**src/bld_pkg.sv**
```systemverilog
// ----------------------------------------------------------------------------
// bld_pkg
// Shared types and codes for the bounded list deque engine: request and
// response payloads, operation and status codes, controller states and the
// command group that runs the datapath.
// ----------------------------------------------------------------------------
package bld_pkg;

	typedef enum logic [2:0] {
		OP_PUSH_FRONT = 3'd0,
		OP_PUSH_BACK  = 3'd1,
		OP_POP_FRONT  = 3'd2,
		OP_READ_FRONT = 3'd3,
		OP_READ_AT    = 3'd4,
		OP_KEEP_FIRST = 3'd5,
		OP_DROP_FIRST = 3'd6,
		OP_CLEAR      = 3'd7
	} op_t;

	typedef enum logic [1:0] {
		ST_OK    = 2'd0,
		ST_EMPTY = 2'd1,
		ST_RANGE = 2'd2,
		ST_FULL  = 2'd3
	} status_t;

	typedef struct packed {
		logic [2:0]         req_type;
		logic signed [31:0] value_in;
		logic [4:0]         position;
	} req_t;

	typedef struct packed {
		logic signed [31:0] read_value;
		logic [4:0]         list_length;
		logic [1:0]         status;
	} rsp_t;

	typedef enum logic [1:0] {
		S_IDLE = 2'd0,
		S_EXEC = 2'd1,
		S_EMIT = 2'd2
	} state_t;

	typedef struct packed {
		logic accept;
		logic exec;
		logic load_out;
	} cmd_t;

endpackage

```
**src/bld_ctrl.sv**
```systemverilog
// ----------------------------------------------------------------------------
// bld_ctrl
// Sequencer for one list operation at a time: capture the item, execute it
// against the ring store, then hand the result to the output register.
// ----------------------------------------------------------------------------
module bld_ctrl import bld_pkg::*; (
	input  logic clk,
	input  logic arst_n,
	input  logic in_valid,
	output logic in_ready,
	output logic out_valid,
	input  logic out_ready,
	output cmd_t cmd
);

	state_t state_q, state_d;
	logic   out_valid_q;

	always_ff @(posedge clk or negedge arst_n) begin
		if (!arst_n) begin
			state_q     <= S_IDLE;
			out_valid_q <= 1'b0;
		end else begin
			state_q <= state_d;
			if (cmd.load_out) begin
				out_valid_q <= 1'b1;
			end else if (out_ready) begin
				out_valid_q <= 1'b0;
			end
		end
	end

	always_comb begin
		state_d      = state_q;
		cmd          = '0;
		in_ready     = 1'b0;
		case (state_q)
			S_IDLE: begin
				in_ready = 1'b1;
				if (in_valid) begin
					cmd.accept = 1'b1;
					state_d    = S_EXEC;
				end
			end
			S_EXEC: begin
				cmd.exec = 1'b1;
				state_d  = S_EMIT;
			end
			S_EMIT: begin
				// hold the result until the output register frees up
				if (!out_valid_q || out_ready) begin
					cmd.load_out = 1'b1;
					state_d      = S_IDLE;
				end
			end
			default: begin
				state_d = S_IDLE;
			end
		endcase
	end

	assign out_valid = out_valid_q;

endmodule

```
**src/bld_dp.sv**
```systemverilog
// ----------------------------------------------------------------------------
// bld_dp
// Datapath: request register, ring store with front pointer and count,
// ring index arithmetic, status decode and the output register.
// ----------------------------------------------------------------------------
module bld_dp import bld_pkg::*; #(
	parameter int DEPTH  = 16,
	parameter int DATA_W = 32
) (
	input  logic clk,
	input  logic arst_n,
	input  req_t in_data,
	input  cmd_t cmd,
	output rsp_t out_data
);

	localparam int PW = $clog2(DEPTH);
	localparam int CW = $clog2(DEPTH + 1);
	localparam int AW = PW + 1;
	localparam int NW = (CW > 5) ? CW : 5;
	localparam int XW = (DATA_W > 32) ? DATA_W : 32;

	// base + off stays below twice the depth, so one subtract wraps it
	function automatic logic [PW-1:0] ring_slot(input logic [PW-1:0] base,
	                                            input logic [CW-1:0] off);
		logic [AW-1:0] sum;
		sum = AW'(base) + AW'(off);
		if (sum >= AW'(DEPTH)) begin
			sum = sum - AW'(DEPTH);
		end
		return sum[PW-1:0];
	endfunction

	req_t              req_q;
	logic [PW-1:0]     front_q, front_d;
	logic [CW-1:0]     count_q, count_d;
	status_t           sts_q, sts_d;
	logic              rd_used_q;
	logic              we, re;
	logic [PW-1:0]     waddr, raddr;
	logic [DATA_W-1:0] mem [DEPTH];
	logic [DATA_W-1:0] rdata_q, wdata;
	logic              full, empty;
	logic [NW-1:0]     n_w, cnt_w;
	logic [CW-1:0]     n_c, drop_c;
	logic [XW-1:0]     val_x, rd_x;
	rsp_t              out_q;

	assign full   = (count_q == CW'(DEPTH));
	assign empty  = (count_q == '0);
	assign n_w    = NW'(req_q.position);
	assign cnt_w  = NW'(count_q);
	assign n_c    = n_w[CW-1:0];
	assign drop_c = (n_w < cnt_w) ? n_c : count_q;
	assign val_x  = XW'($unsigned(req_q.value_in));
	assign wdata  = val_x[DATA_W-1:0];
	assign rd_x   = XW'(rdata_q);

	always_comb begin
		front_d = front_q;
		count_d = count_q;
		sts_d   = ST_OK;
		we      = 1'b0;
		re      = 1'b0;
		waddr   = front_q;
		raddr   = front_q;
		case (op_t'(req_q.req_type))
			OP_PUSH_FRONT: begin
				if (full) begin
					sts_d = ST_FULL;
				end else begin
					front_d = (front_q == '0) ? PW'(DEPTH - 1) : front_q - 1'b1;
					waddr   = front_d;
					we      = 1'b1;
					count_d = count_q + 1'b1;
				end
			end
			OP_PUSH_BACK: begin
				if (full) begin
					sts_d = ST_FULL;
				end else begin
					waddr   = ring_slot(front_q, count_q);
					we      = 1'b1;
					count_d = count_q + 1'b1;
				end
			end
			OP_POP_FRONT: begin
				if (!empty) begin
					front_d = ring_slot(front_q, CW'(1));
					count_d = count_q - 1'b1;
				end
			end
			OP_READ_FRONT: begin
				if (empty) begin
					sts_d = ST_EMPTY;
				end else begin
					re = 1'b1;
				end
			end
			OP_READ_AT: begin
				if (n_w >= cnt_w) begin
					sts_d = ST_RANGE;
				end else begin
					raddr = ring_slot(front_q, n_c);
					re    = 1'b1;
				end
			end
			OP_KEEP_FIRST: begin
				if (n_w != '0 && n_w < cnt_w) begin
					count_d = n_c;
				end
			end
			OP_DROP_FIRST: begin
				front_d = ring_slot(front_q, drop_c);
				count_d = count_q - drop_c;
			end
			OP_CLEAR: begin
				front_d = '0;
				count_d = '0;
			end
			default: begin
				front_d = front_q;
			end
		endcase
	end

	always_ff @(posedge clk or negedge arst_n) begin
		if (!arst_n) begin
			front_q <= '0;
			count_q <= '0;
		end else if (cmd.exec) begin
			front_q <= front_d;
			count_q <= count_d;
		end
	end

	always_ff @(posedge clk) begin
		if (cmd.accept) begin
			req_q <= in_data;
		end
		if (cmd.exec) begin
			sts_q     <= sts_d;
			rd_used_q <= re;
		end
		if (cmd.load_out) begin
			out_q.read_value  <= rd_used_q ? rd_x[31:0] : '0;
			out_q.list_length <= cnt_w[4:0];
			out_q.status      <= sts_q;
		end
	end

	always_ff @(posedge clk) begin
		if (cmd.exec) begin
			if (we) begin
				mem[waddr] <= wdata;
			end
			if (re) begin
				rdata_q <= mem[raddr];
			end
		end
	end

	assign out_data = out_q;

endmodule

```
**src/bounded_list_deque_engine.sv**
```systemverilog
// ----------------------------------------------------------------------------
// bounded_list_deque_engine
// Bounded double-ended list of up to DEPTH elements kept in a ring store.
// ----------------------------------------------------------------------------
// Each accepted item is one list operation (push front/back, pop front, read
// front, read at, keep first n, drop first n, clear) and produces exactly one
// result with the read value, the length after the operation and a status.
// An item passes from acceptance to the result in order: capture it, update
// the pointers and access the single-port ring memory (whose read data is
// registered), then load the output register. A new item is taken only once
// the previous one has loaded its result; a stalled output holds the engine
// once its result register is full. The ring store has no reset; only entries
// written by a push are ever read.
module bounded_list_deque_engine import bld_pkg::*; #(
	parameter int DEPTH  = 16,
	parameter int DATA_W = 32
) (
	input  logic clk,
	input  logic arst_n,
	input  logic in_valid,
	output logic in_ready,
	input  req_t in_data,
	output logic out_valid,
	input  logic out_ready,
	output rsp_t out_data
);

	cmd_t cmd;

	bld_ctrl u_ctrl (
		.clk       (clk),
		.arst_n    (arst_n),
		.in_valid  (in_valid),
		.in_ready  (in_ready),
		.out_valid (out_valid),
		.out_ready (out_ready),
		.cmd       (cmd)
	);

	bld_dp #(
		.DEPTH  (DEPTH),
		.DATA_W (DATA_W)
	) u_dp (
		.clk      (clk),
		.arst_n   (arst_n),
		.in_data  (in_data),
		.cmd      (cmd),
		.out_data (out_data)
	);

endmodule

```
**config.mk**
```make
export PLATFORM = sky130hd
export DESIGN_NAME = bounded_list_deque_engine
export DESIGN_NICKNAME = d
export VERILOG_FILES = /design/src/bld_pkg.sv /design/src/bld_ctrl.sv /design/src/bld_dp.sv /design/src/bounded_list_deque_engine.sv
export SDC_FILE = /design/constraint.sdc
export NUM_CORES = 1
export LEC_CHECK = 0
export BUFFER_PORTS_ARGS = -buffer_cell sky130_fd_sc_hd__buf_2
export CAP_MARGIN = 20
export CORE_MARGIN = 2
export CORE_UTILIZATION = 50
export DETAILED_ROUTE_END_ITERATION = 8
export GPL_ROUTABILITY_DRIVEN = 0
export PLACE_DENSITY_LB_ADDON = 0.12
export SLEW_MARGIN = 15
export SYNTH_ARGS = -nofsm -noshare
export SYNTH_HDL_FRONTEND = slang
export SYNTH_SLANG_ARGS = --single-unit
```
**constraint.sdc**
```tcl
create_clock -name clk -period 4.17 [get_ports clk]
set_input_delay 0.2085 -clock clk [delete_from_list [all_inputs] [get_ports clk]]
set_output_delay 0.2085 -clock clk [all_outputs]
set_load 0.02 [all_outputs]
```
==> summary.md, run 1 <==
| Metric | Value |
|---|---|
| Port Buffers | `84` |
| Final critical-path share of the clock period | `0.911` |
| Outcome | `completed` |
| Core Area | `just over 50,000 um2` |
| Setup CP Type | `flop to flop` |
| Worst-path maximum fanout | `11` |
| Root buffer cell | `clkbuf_16` |
| FF-to-FF setup slack | `approximately 370 ps` |
| R2R depth | `14` |
| Clock Skews | `about 14 ps` |
| Sequential cell area fraction in the yosys report | `0.730` |
| Layout cells sized above 1 | `0.154` |
| Post-CTS setup buffers | `0` |
| Die height | `about 230 um` |
| Post-DP Area | `roughly 28,000 um2` |
| Max IR drop VDD | `0.000557 V` |
| Gate Count Post-Synth | `around 1,800` |
| Number of global-route vias before repair | `15,589` |
| Cts bufs inserted | `67` |
| Async SR Flop Fraction | `0.0188` |
| Most frequent cells in the layout | `edfxtp_1, nand2_1, a21oi_1, buf_2, o21ai_0` |
| DR WL/cell | `about 25 um` |
| Area added between synthesis and finish | `15.5%` |
| Chip width | `233 um` |
| All-Layer GR Usage | `0.248` |
| Detailed-route DRC error count | `0` |
| Most common cell after layout, fill and taps aside | `edfxtp_1` |
| Setup TNS | `0 ps` |
| Top-area cell type share of the netlist area | `0.718` |
| Post-synthesis register bit count | `638` |
| Power density over the cells | `675 nW/um2` |
| Synth Net Count | `around 1,800` |
| Die Footprint | `around 54,000 um2` |
| Clock Latency Late Sink | `~600 ps` |
| Synth Flop Type | `edfxtp_1` |
| 1st-iter DRT viols | `1,645` |
| First-pass GRT wire length | `between 90,000 and 100,000 um` |
| Leading area contributor after synthesis | `edfxtp_1` |
| Grt total ovfl | `0` |
| Setup-failing EPs final | `0` |
| Via count | `around 16,000` |
| Initial antenna violation count | `7` |
| H-Tree Depth | `3` |
| Final net count | `approximately 2,000` |
| Final HPWL DP | `roughly 37,000 um` |
| Mean Syn Cell Area | `~15 um2` |
| Clock transition at path regs | `around 60 ps` |
| Via/cell ratio | `a little over 6` |
| First drt pass iteration count | `5` |
| Top post-synthesis cells by area | `edfxtp_1, nand2_1, a32o_1` |
| Synth cell types | `57` |
| Initial Util | `0.508` |
| WHS | `78.2 ps` |
| Crit. End Element | `flop` |
| Drt total wl | `66,200 um` |
| Synth Warn # | `0` |
| Post-route cell area | `a little over 30,000 um2` |
| Slew HR | `0.338` |
| Startpoint types | `flop` |
| Leak pwr | `about 0.01 uW` |
| Arr. time, crit path | `about 4200 ps` |
| Max cap viols | `0` |
| CTS resizes | `0` |
| Reg2Reg Launch Point | `u_dp.cnt_w[1]$_DFFE_PN0P_` |
| Clock buffer depth | `3` |
| Row cnt | `83` |
| Final worst path period need | `between 3000 and 4000 ps` |
| Post-synth EDFFs | `626` |
| Post-route ant nets | `0` |
| RR Endpoint | `u_dp.cnt_w[3]$_DFFE_PN0P_` |
| Pin slew with the least headroom to its limit | `between 900 and 1000 ps` |
| # IOs | `85` |
| Fmax | `between 0.2 and 0.3 GHz` |
| Largest net degree at the start of global routing | `roughly 130` |
| Slew Limit Fails | `0` |
| Worst min path class | `input pin to asynchronous set/reset pin` |
| RSZ-0062 raised after global routing | `false` |
| Hold Vio Cnt, Final | `0` |
| Crit path required time | `about 4600 ps` |
| Synth Cell Area | `26,200 um2` |
| CTS tree | `built` |
| # clock sinks | `638` |
-- final cells by class --
class / instances / area (um2)
Timing Repair Buffer: 189 / 1550
Clock inverter: 29 / 198
Multi-Input combinational cell: 955 / 6480
Antenna cell: 1 / 2.50
Tap cell: 680 / 851
Inverter: 48 / 180
Clock buffer: 92 / 1850
Sequential cell: 638 / 19100
Fill cell: 3973 / 21300
-- worst max-delay path, stage by stage, from the launching register on --
cell,delay (ps)
dfrtp_1,570
inv_1,140
ha_1,300
nand4_1,200
o221ai_1,850
a21oi_1,160
nor2_1,280
nor2_1,130
ha_1,290
a21o_1,180
a21oi_1,160
xor2_1,160
o21ai_0,80
nand2_1,70
o21ai_0,80
-- cell usage after synthesis (2+ instances only) --
library cell    n
a21oi_1        87
a22oi_1         2
and2_1         38
a21boi_0       33
o311ai_0       24
fa_1            4
nor4_1          4
xor2_1          6
o21ai_0        79
o22ai_1         2
o21ai_1         6
a32oi_1        65
dfrtp_1        12
nand3_1        69
mux2_2          2
nor3_1          7
a21o_1          7
nand2b_1        3
xnor2_1         4
ha_1           19
o221ai_2       30
o21a_1          5
buf_1           9
a211o_1        34
a2bb2oi_1      32
inv_1          48
clkbuf_1       85
a32o_1         64
o311ai_1        8
mux2i_1         4
buf_4          12
edfxtp_1      626
and3_1         34
o221ai_1        4
nor2b_1         3
nand2_1       218
nor2_1         40
buf_2          29
buf_6           3
-- state kept, by name, indices dropped and copies added, names as in the netlist, 2 cells and up --
name / count
u_dp.val_x: 32
u_dp.rd_x: 32
u_ctrl.state_q: 2
u_dp.req_q: 3
u_dp.sts_q: 2
u_dp.out_data: 39
u_dp.cnt_w: 5
u_dp.front_q: 4
u_dp.mem: 512
u_dp.n_c: 5
-- metal layers --
layer  global-route usage  share of wire  vias up  wire length, um
li1                     -              -     7244                -
met1                0.369           0.45     8154            30000
met2                0.383           0.46      616            30500
met3               0.0408          0.065      104             4330
met4               0.0621          0.020        4             1330
met5                    0        0.00044        -               29
-- timing repair --
item                                    in CTS  in global routing
endpoints found under the hold margin       55                  0
endpoints found under the setup margin       0                  0
hold buffers                                43                  0
-- cells by family after synthesis --
| family | synth area share |
|---|---|
| compound gates | 0.148 |
| xor+xnor | 0.00335 |
| fa+ha+maj | 0.0121 |
| buf+inv | 0.0306 |
| flops | 0.730 |
| mux | 0.00239 |
| simple gates | 0.0737 |
-- how the worst max path moves through the flow --
stage,startpoint,endpoint,slack [ps],depth (start not counted)
2_1_floorplan,u_dp.cnt_w[1]$_DFFE_PN0P_,u_dp.mem[0][0]$_DFFE_PP_,490,7
3_3_place_gp,u_dp.cnt_w[1]$_DFFE_PN0P_,u_dp.cnt_w[3]$_DFFE_PN0P_,510,14
3_5_place_dp,u_dp.cnt_w[1]$_DFFE_PN0P_,u_dp.front_q[3]$_DFFE_PN0P_,450,13
4_1_cts,u_dp.cnt_w[1]$_DFFE_PN0P_,u_dp.front_q[3]$_DFFE_PN0P_,440,13
5_1_grt,u_dp.cnt_w[1]$_DFFE_PN0P_,u_dp.front_q[3]$_DFFE_PN0P_,40,13
6_report,u_dp.cnt_w[1]$_DFFE_PN0P_,u_dp.cnt_w[3]$_DFFE_PN0P_,370,14
-- metrics by stage --
stage	worst slack, ps	power, uW	std cells	util
2_1_floorplan	489	12800	1779	-
3_3_place_gp	514	14800	2467	0.538
3_5_place_dp	453	14900	2467	0.538
4_1_cts	442	20500	2631	0.587
5_1_grt	42.0	21400	2631	0.587
6_report	369	20400	2632	0.587
-- where the power goes --
part,switching [uW],internal [uW]
Combinational,4240,2520
Clock,2410,3190
Sequential,385,7670
Total,7040,13400
Power figures use the tool's default switching activity.
==> run 2, diff against run 1 <==
--- a/config.mk
+++ b/config.mk
@@ -11,7 +11,7 @@
 export CORE_UTILIZATION = 50
 export DETAILED_ROUTE_END_ITERATION = 8
 export GPL_ROUTABILITY_DRIVEN = 0
-export PLACE_DENSITY_LB_ADDON = 0.12
+export PLACE_DENSITY = 0.66
 export SLEW_MARGIN = 15
 export SYNTH_ARGS = -nofsm -noshare
 export SYNTH_HDL_FRONTEND = slang
==> summary.md, run 2 (synthesis gave the netlist of run 1 again) <==
| Metric | Value |
|---|---|
| Outcome | `completed` |
| CP Launch Point | `u_dp.cnt_w[1]$_DFFE_PN0P_` |
| Clock Latency Late Sink | `slightly below 600 ps` |
| Leak pwr | `roughly 0.010 uW` |
| Hold Vio Cnt, Final | `0` |
| Initial Util | `0.508` |
| Worst path max stage delay | `about 800 ps` |
| Arr. time, crit path | `~4300 ps` |
| Largest net degree at the start of global routing | `~130` |
| Max IR drop VDD | `~0.00042 V` |
| # clock sinks | `about 640` |
| Clock transition at path regs | `roughly 60 ps` |
| Sw Pwr | `about 7000 uW` |
| CTS tree | `built` |
| Max cap viols | `0` |
| Area added between synthesis and finish | `16.1%` |
| Most common cell after layout, fill and taps aside | `edfxtp_1` |
| Top reg by flops | `u_dp.mem` |
| Final core utilization | `0.590` |
| 1st-iter DRT viols | `between 2,000 and 2,500` |
| Crit. End Element | `flop` |
| Setup-failing EPs final | `0` |
| Hold Buf Count CTS | `43` |
| Switch share | `0.339` |
| Number of global-route vias before repair | `between 15,000 and 20,000` |
| Die height | `233 um` |
| Storage cell area | `approximately 19,000 um2` |
| Die Footprint | `between 50,000 and 60,000 um2` |
| H-Tree Depth | `3` |
| Most frequent cells in the layout | `edfxtp_1, nand2_1, a21oi_1, buf_2, o21ai_0` |
| Grt total ovfl | `0` |
| CP max stage cell | `o221ai_1` |
| Post-CTS setup buffers | `0` |
| Worst min path class | `input pin to asynchronous set/reset pin` |
| Slew Limit Fails | `0` |
| RSZ-0062 raised after global routing | `false` |
| Worst-path maximum fanout | `11` |
| Critical-path cell list | `inv_1 > ha_1 > nand4_1 > o221ai_1 > nor2_1 > a211o_1 > ha_1 > a21o_1 > a21oi_1 > xor2_1 > xnor2_1 > a22oi_1 > o21ai_0` |
| Final worst path period need | `approximately 3800 ps` |
| Number of fill cells | `between 3,000 and 4,000` |
| Crit path required time | `between 4000 and 5000 ps` |
| Drt total wl | `65,700 um` |
| Core Area | `51,500 um2` |
| Startpoint types | `flop` |
| CTS resizes | `0` |
| Reg2Reg Launch Point | `u_dp.cnt_w[1]$_DFFE_PN0P_` |
| Grt peak-use layer | `met2` |
| Register share of total power | `0.390` |
| Root buffer cell | `clkbuf_16` |
| Via count | `16,320` |
| Initial antenna violation count | `2` |
| Final HPWL DP | `between 30,000 and 40,000 um` |
| Chip width | `233 um` |
| Combinational cell fraction of total power | `0.330` |
| First drt pass iteration count | `6` |
| Clock buffer depth | `3` |
| Setup CP Type | `flop to flop` |
| Most numerous cell on the critical path | `ha_1` |
| Cts bufs inserted | `66` |
| Via/cell ratio | `between 6 and 7` |
| DR WL/cell | `roughly 25 um` |
| Area of the multi-input gates | `6480 um2` |
| Met3 usage | `0.0409` |
| Met2 Use GR | `0.393` |
| Clock Skews | `roughly 25 ps` |
| Layout cells sized above 1 | `0.156` |
| Int Power | `about 14,000 uW` |
| Setup TNS | `0 ps` |
| All-Layer GR Usage | `0.246` |
| Final critical-path share of the clock period | `0.919` |
| Clock power frac | `0.280` |
| First-pass GRT wire length | `99,100 um` |
| Max FFs per register | `between 500 and 600` |
| Row cnt | `just over 80` |
| Detailed-route DRC error count | `0` |
| Final net count | `1,965` |
| Post-route ant nets | `0` |
| # IOs | `85` |
| Port Buffers | `84` |
| Slew HR | `0.401` |
| Power density over the cells | `between 600 and 700 nW/um2` |
| Met1 Use GR | `0.348` |
| Pin slew with the least headroom to its limit | `around 900 ps` |
| Fmax | `approximately 0.26 GHz` |
run 2: cell types whose count changed in the layout (fill, tap and decap cells not counted), moves of 2 or more:
cell	change
inv_6	-2
clkbuf_1	-7
bufinv_16	+6
clkbuf_16	-2
buf_4	-8
clkinv_4	-2
buf_12	+7
clkinv_2	+3
run 2: metal layers:
layer | part of all wire | vias to the layer above
li1 | - | 7245
met1 | 0.42 | 8193
met2 | 0.48 | 771
met3 | 0.081 | 111
met4 | 0.023 | 0
met5 | 0 | -
run 2: power groups by stage:
stage	registers (uW)	logic, uW	clock network [uW]
finish	8080	6820	5810
global route	8120	7410	6120
CTS	8070	6780	5880
detailed placement	8200	6710	0
global placement	8180	6550	0
floorplan	8100	4750	0
run 2: final cells by class:
type	count	share of cell area
sequential	638	0.628
tap	680	0.0280
clock inverter	35	0.0116
clock buffer	82	0.0580
timing repair buffer	189	0.0547
inverter	48	0.00593
antenna	2	0.000165
multi-input combinational	955	0.213
run 2: per-stage QoR:
step | hold WS [ps] | area, um2 | std cells | total power, uW | setup slack [ps]
3_5_place_dp | 115 | 27800 | 2466 | 14900 | 501
6_report | 56.1 | 30400 | 2629 | 20700 | 337
5_1_grt | 103 | 30400 | 2627 | 21600 | 109
4_1_cts | 29.4 | 30400 | 2626 | 20700 | 449
2_1_floorplan | -87.1 | 26200 | 1779 | 12800 | 489
3_3_place_gp | 113 | 27800 | 2466 | 14700 | 622
run 2: final timing paths:
| path | endpoint | slack [ps] | depth (start not counted) |
|---|---|---|---|
| max | u_dp.front_q[3]$_DFFE_PN0P_ | 340 | 13 |
| min | u_ctrl.state_q[1]$_DFFE_PN0P_ | 60 | 2 |
| max reg2reg | u_dp.front_q[3]$_DFFE_PN0P_ | 340 | 13 |
| min reg2reg | u_dp.out_data[1]$_DFFE_PP_ | 420 | 0 |
| max in group asynchronous | u_dp.front_q[1]$_DFFE_PN0P_ | 3880 | 2 |
| min in group clk | u_dp.val_x[21]$_DFFE_PP_ | 320 | 2 |
run 2: critical path: cells and delay by family, from the launching register on:
family / cells / cell delay, ps
AOI/OAI and AO/OA: 6 / 1700
buffers and inverters: 1 / 160
DFF: 1 / 580
adders and majority gates: 2 / 550
and+or+nand+nor: 2 / 370
xor gates and xnor gates: 2 / 390
==> run 3, diff against run 2 <==
--- a/config.mk
+++ b/config.mk
@@ -7,8 +7,10 @@
 export LEC_CHECK = 0
 export BUFFER_PORTS_ARGS = -buffer_cell sky130_fd_sc_hd__buf_2
 export CAP_MARGIN = 20
+export CORE_ASPECT_RATIO = 1.5
 export CORE_MARGIN = 2
 export CORE_UTILIZATION = 50
+export CTS_CLUSTER_SIZE = 28
 export DETAILED_ROUTE_END_ITERATION = 8
 export GPL_ROUTABILITY_DRIVEN = 0
 export PLACE_DENSITY = 0.66
==> constraint.sdc (replaced) <==
create_clock -name clk -period 4.17 [get_ports clk]
set_input_delay 0.2085 -clock clk [delete_from_list [all_inputs] [get_ports clk]]
set_output_delay 0.2085 -clock clk [all_outputs]
set_load 0.1 [all_outputs]
==> summary.md, run 3 (synthesis gave the netlist of run 1 again) <==
| Metric | Value |
|---|---|
| Sw Pwr | `7230 uW` |
| 1st-iter DRT viols | `between 1,500 and 2,000` |
| Final critical-path share of the clock period | `0.878` |
| Layout cells sized above 1 | `0.156` |
| # placed instances | `2,474` |
| First drt pass iteration count | `7` |
| Root buffer cell | `clkbuf_16` |
| Most numerous cell on the critical path | `a21oi_1` |
| Setup-failing EPs final | `0` |
| Startpoint types | `flop` |
| Leak pwr | `just over 0.01 uW` |
| CP max stage cell | `dfrtp_1` |
| Clock buffer depth | `3` |
| Chip width | `about 190 um` |
| Most frequent cells in the layout | `edfxtp_1, nand2_1, a21oi_1, buf_2, o21ai_0` |
| Initial Util | `0.506` |
| Port Buffers | `84` |
| Area added between synthesis and finish | `14.8%` |
| Clock Skews | `around 23 ps` |
| Worst-path maximum fanout | `16` |
| Area of the multi-input gates | `roughly 6500 um2` |
| Int Power | `roughly 13,000 uW` |
| Post-route ant nets | `0` |
| RSZ-0062 raised after global routing | `false` |
| All-Layer GR Usage | `0.235` |
| Arr. time, crit path | `between 3000 and 4000 ps` |
| Die height | `approximately 280 um` |
| Outcome | `completed` |
| Die Footprint | `between 50,000 and 60,000 um2` |
| Via count | `16,112` |
| Critical-path cell list | `inv_1 > ha_1 > a21oi_1 > o21a_1 > nand2_1 > a21oi_1 > o21ba_2 > buf_4 > a32oi_1 > o221ai_2` |
| Final net count | `1,966` |
| Storage cell area | `19,100 um2` |
| Row cnt | `102` |
| Number of fill cells | `approximately 4,000` |
| Setup TNS | `0 ps` |
| Core Area | `51,700 um2` |
| Worst path bufs/invs | `2` |
| Detailed-route DRC error count | `0` |
| # clock sinks | `approximately 640` |
| WHS | `between 40 and 50 ps` |
| Max FFs per register | `slightly above 500` |
| Most common cell after layout, fill and taps aside | `edfxtp_1` |
| Clock power frac | `0.257` |
| Grt total ovfl | `0` |
| Crit. End Element | `flop` |
| Worst min path class | `input pin to asynchronous set/reset pin` |
| Final HPWL DP | `between 30,000 and 40,000 um` |
| Hold Vio Cnt, Final | `0` |
| Worst path max stage delay | `490 ps` |
| Register share of total power | `0.392` |
| Max IR drop VDD | `~0.00044 V` |
| Clock transition at path regs | `about 60 ps` |
| CTS resizes | `0` |
| Crit path required time | `roughly 4500 ps` |
| Fin cells | `about 2,600` |
| First-pass GRT wire length | `around 96,000 um` |
| Slew HR | `0.352` |
| Top reg by flops | `u_dp.mem` |
| Combinational cell fraction of total power | `0.351` |
| Max cap viols | `0` |
| Drt total wl | `around 63,000 um` |
| Clock Latency Late Sink | `600 ps` |
| Setup CP Type | `flop to flop` |
| DR WL/cell | `about 24 um` |
| Delay-heaviest family, CP | `compound AO/OA/AOI/OAI gates` |
| # IOs | `85` |
| Pin slew with the least headroom to its limit | `964 ps` |
| Cts bufs inserted | `56` |
| Power density over the cells | `slightly below 700 nW/um2` |
| Slew Limit Fails | `0` |
| Switch share | `0.354` |
| Fmax | `0.273 GHz` |
| Number of global-route vias before repair | `16,005` |
| Post-CTS setup buffers | `0` |
| Hold Buf Count CTS | `43` |
| Via/cell ratio | `between 6 and 7` |
| CTS tree | `built` |
| Initial antenna violation count | `0` |
| Final worst path period need | `approximately 3700 ps` |
| Largest net degree at the start of global routing | `80` |
| H-Tree Depth | `2` |
run 3: routing by layer:
layer  wire, um  GRT usage
met4       2040     0.0839
met3       3400     0.0304
met5          0          0
met1      25100      0.303
met2      32400      0.406
run 3: final timing paths:
kind	slack, ps	endpoint	cells after the start	start
setup / recovery	510	u_dp.rd_x[28]$_DFFE_PP_	10	u_dp.cnt_w[4]$_DFFE_PN0P_
hold / removal	40	u_dp.cnt_w[4]$_DFFE_PN0P_	2	arst_n
setup reg to reg	510	u_dp.rd_x[28]$_DFFE_PP_	10	u_dp.cnt_w[4]$_DFFE_PN0P_
hold reg to reg	430	u_dp.out_data[0]$_DFFE_PP_	0	u_dp.sts_q[0]$_DFFE_PP_
max in group asynchronous	3880	u_ctrl.state_q[1]$_DFFE_PN0P_	2	arst_n
min in group clk	310	u_dp.val_x[5]$_DFFE_PP_	2	in_data[10]
run 3: stage by stage:
| step | power [uW] | area (um2) | util | setup slack, ps |
|---|---|---|---|---|
| after floorplan | 13300 | 26200 | - | 489 |
| after global placement | 15100 | 27800 | 0.537 | 633 |
| after detailed placement | 15300 | 27800 | 0.537 | 568 |
| after CTS | 20500 | 30000 | 0.581 | 553 |
| after global routing | 21500 | 30000 | 0.581 | 301 |
| final | 20400 | 30000 | 0.581 | 508 |
run 3: area by class of cell:
type                       count  share of cell area
antenna                        1           0.0000833
clock buffer                  75              0.0500
clock inverter                26              0.0117
inverter                      48             0.00600
multi-input combinational    955               0.216
sequential                   638               0.636
tap                          676              0.0281
timing repair buffer         200              0.0528
run 3: power groups by stage:
stage                     clock network, uW  logic [uW]  registers (uW)
final                                  5260        7180            8010
after global routing                   5610        7820            8060
after CTS                              5360        7180            8010
after detailed placement                  0        7110            8140
after global placement                    0        6970            8130
after floorplan                           0        4770            8520
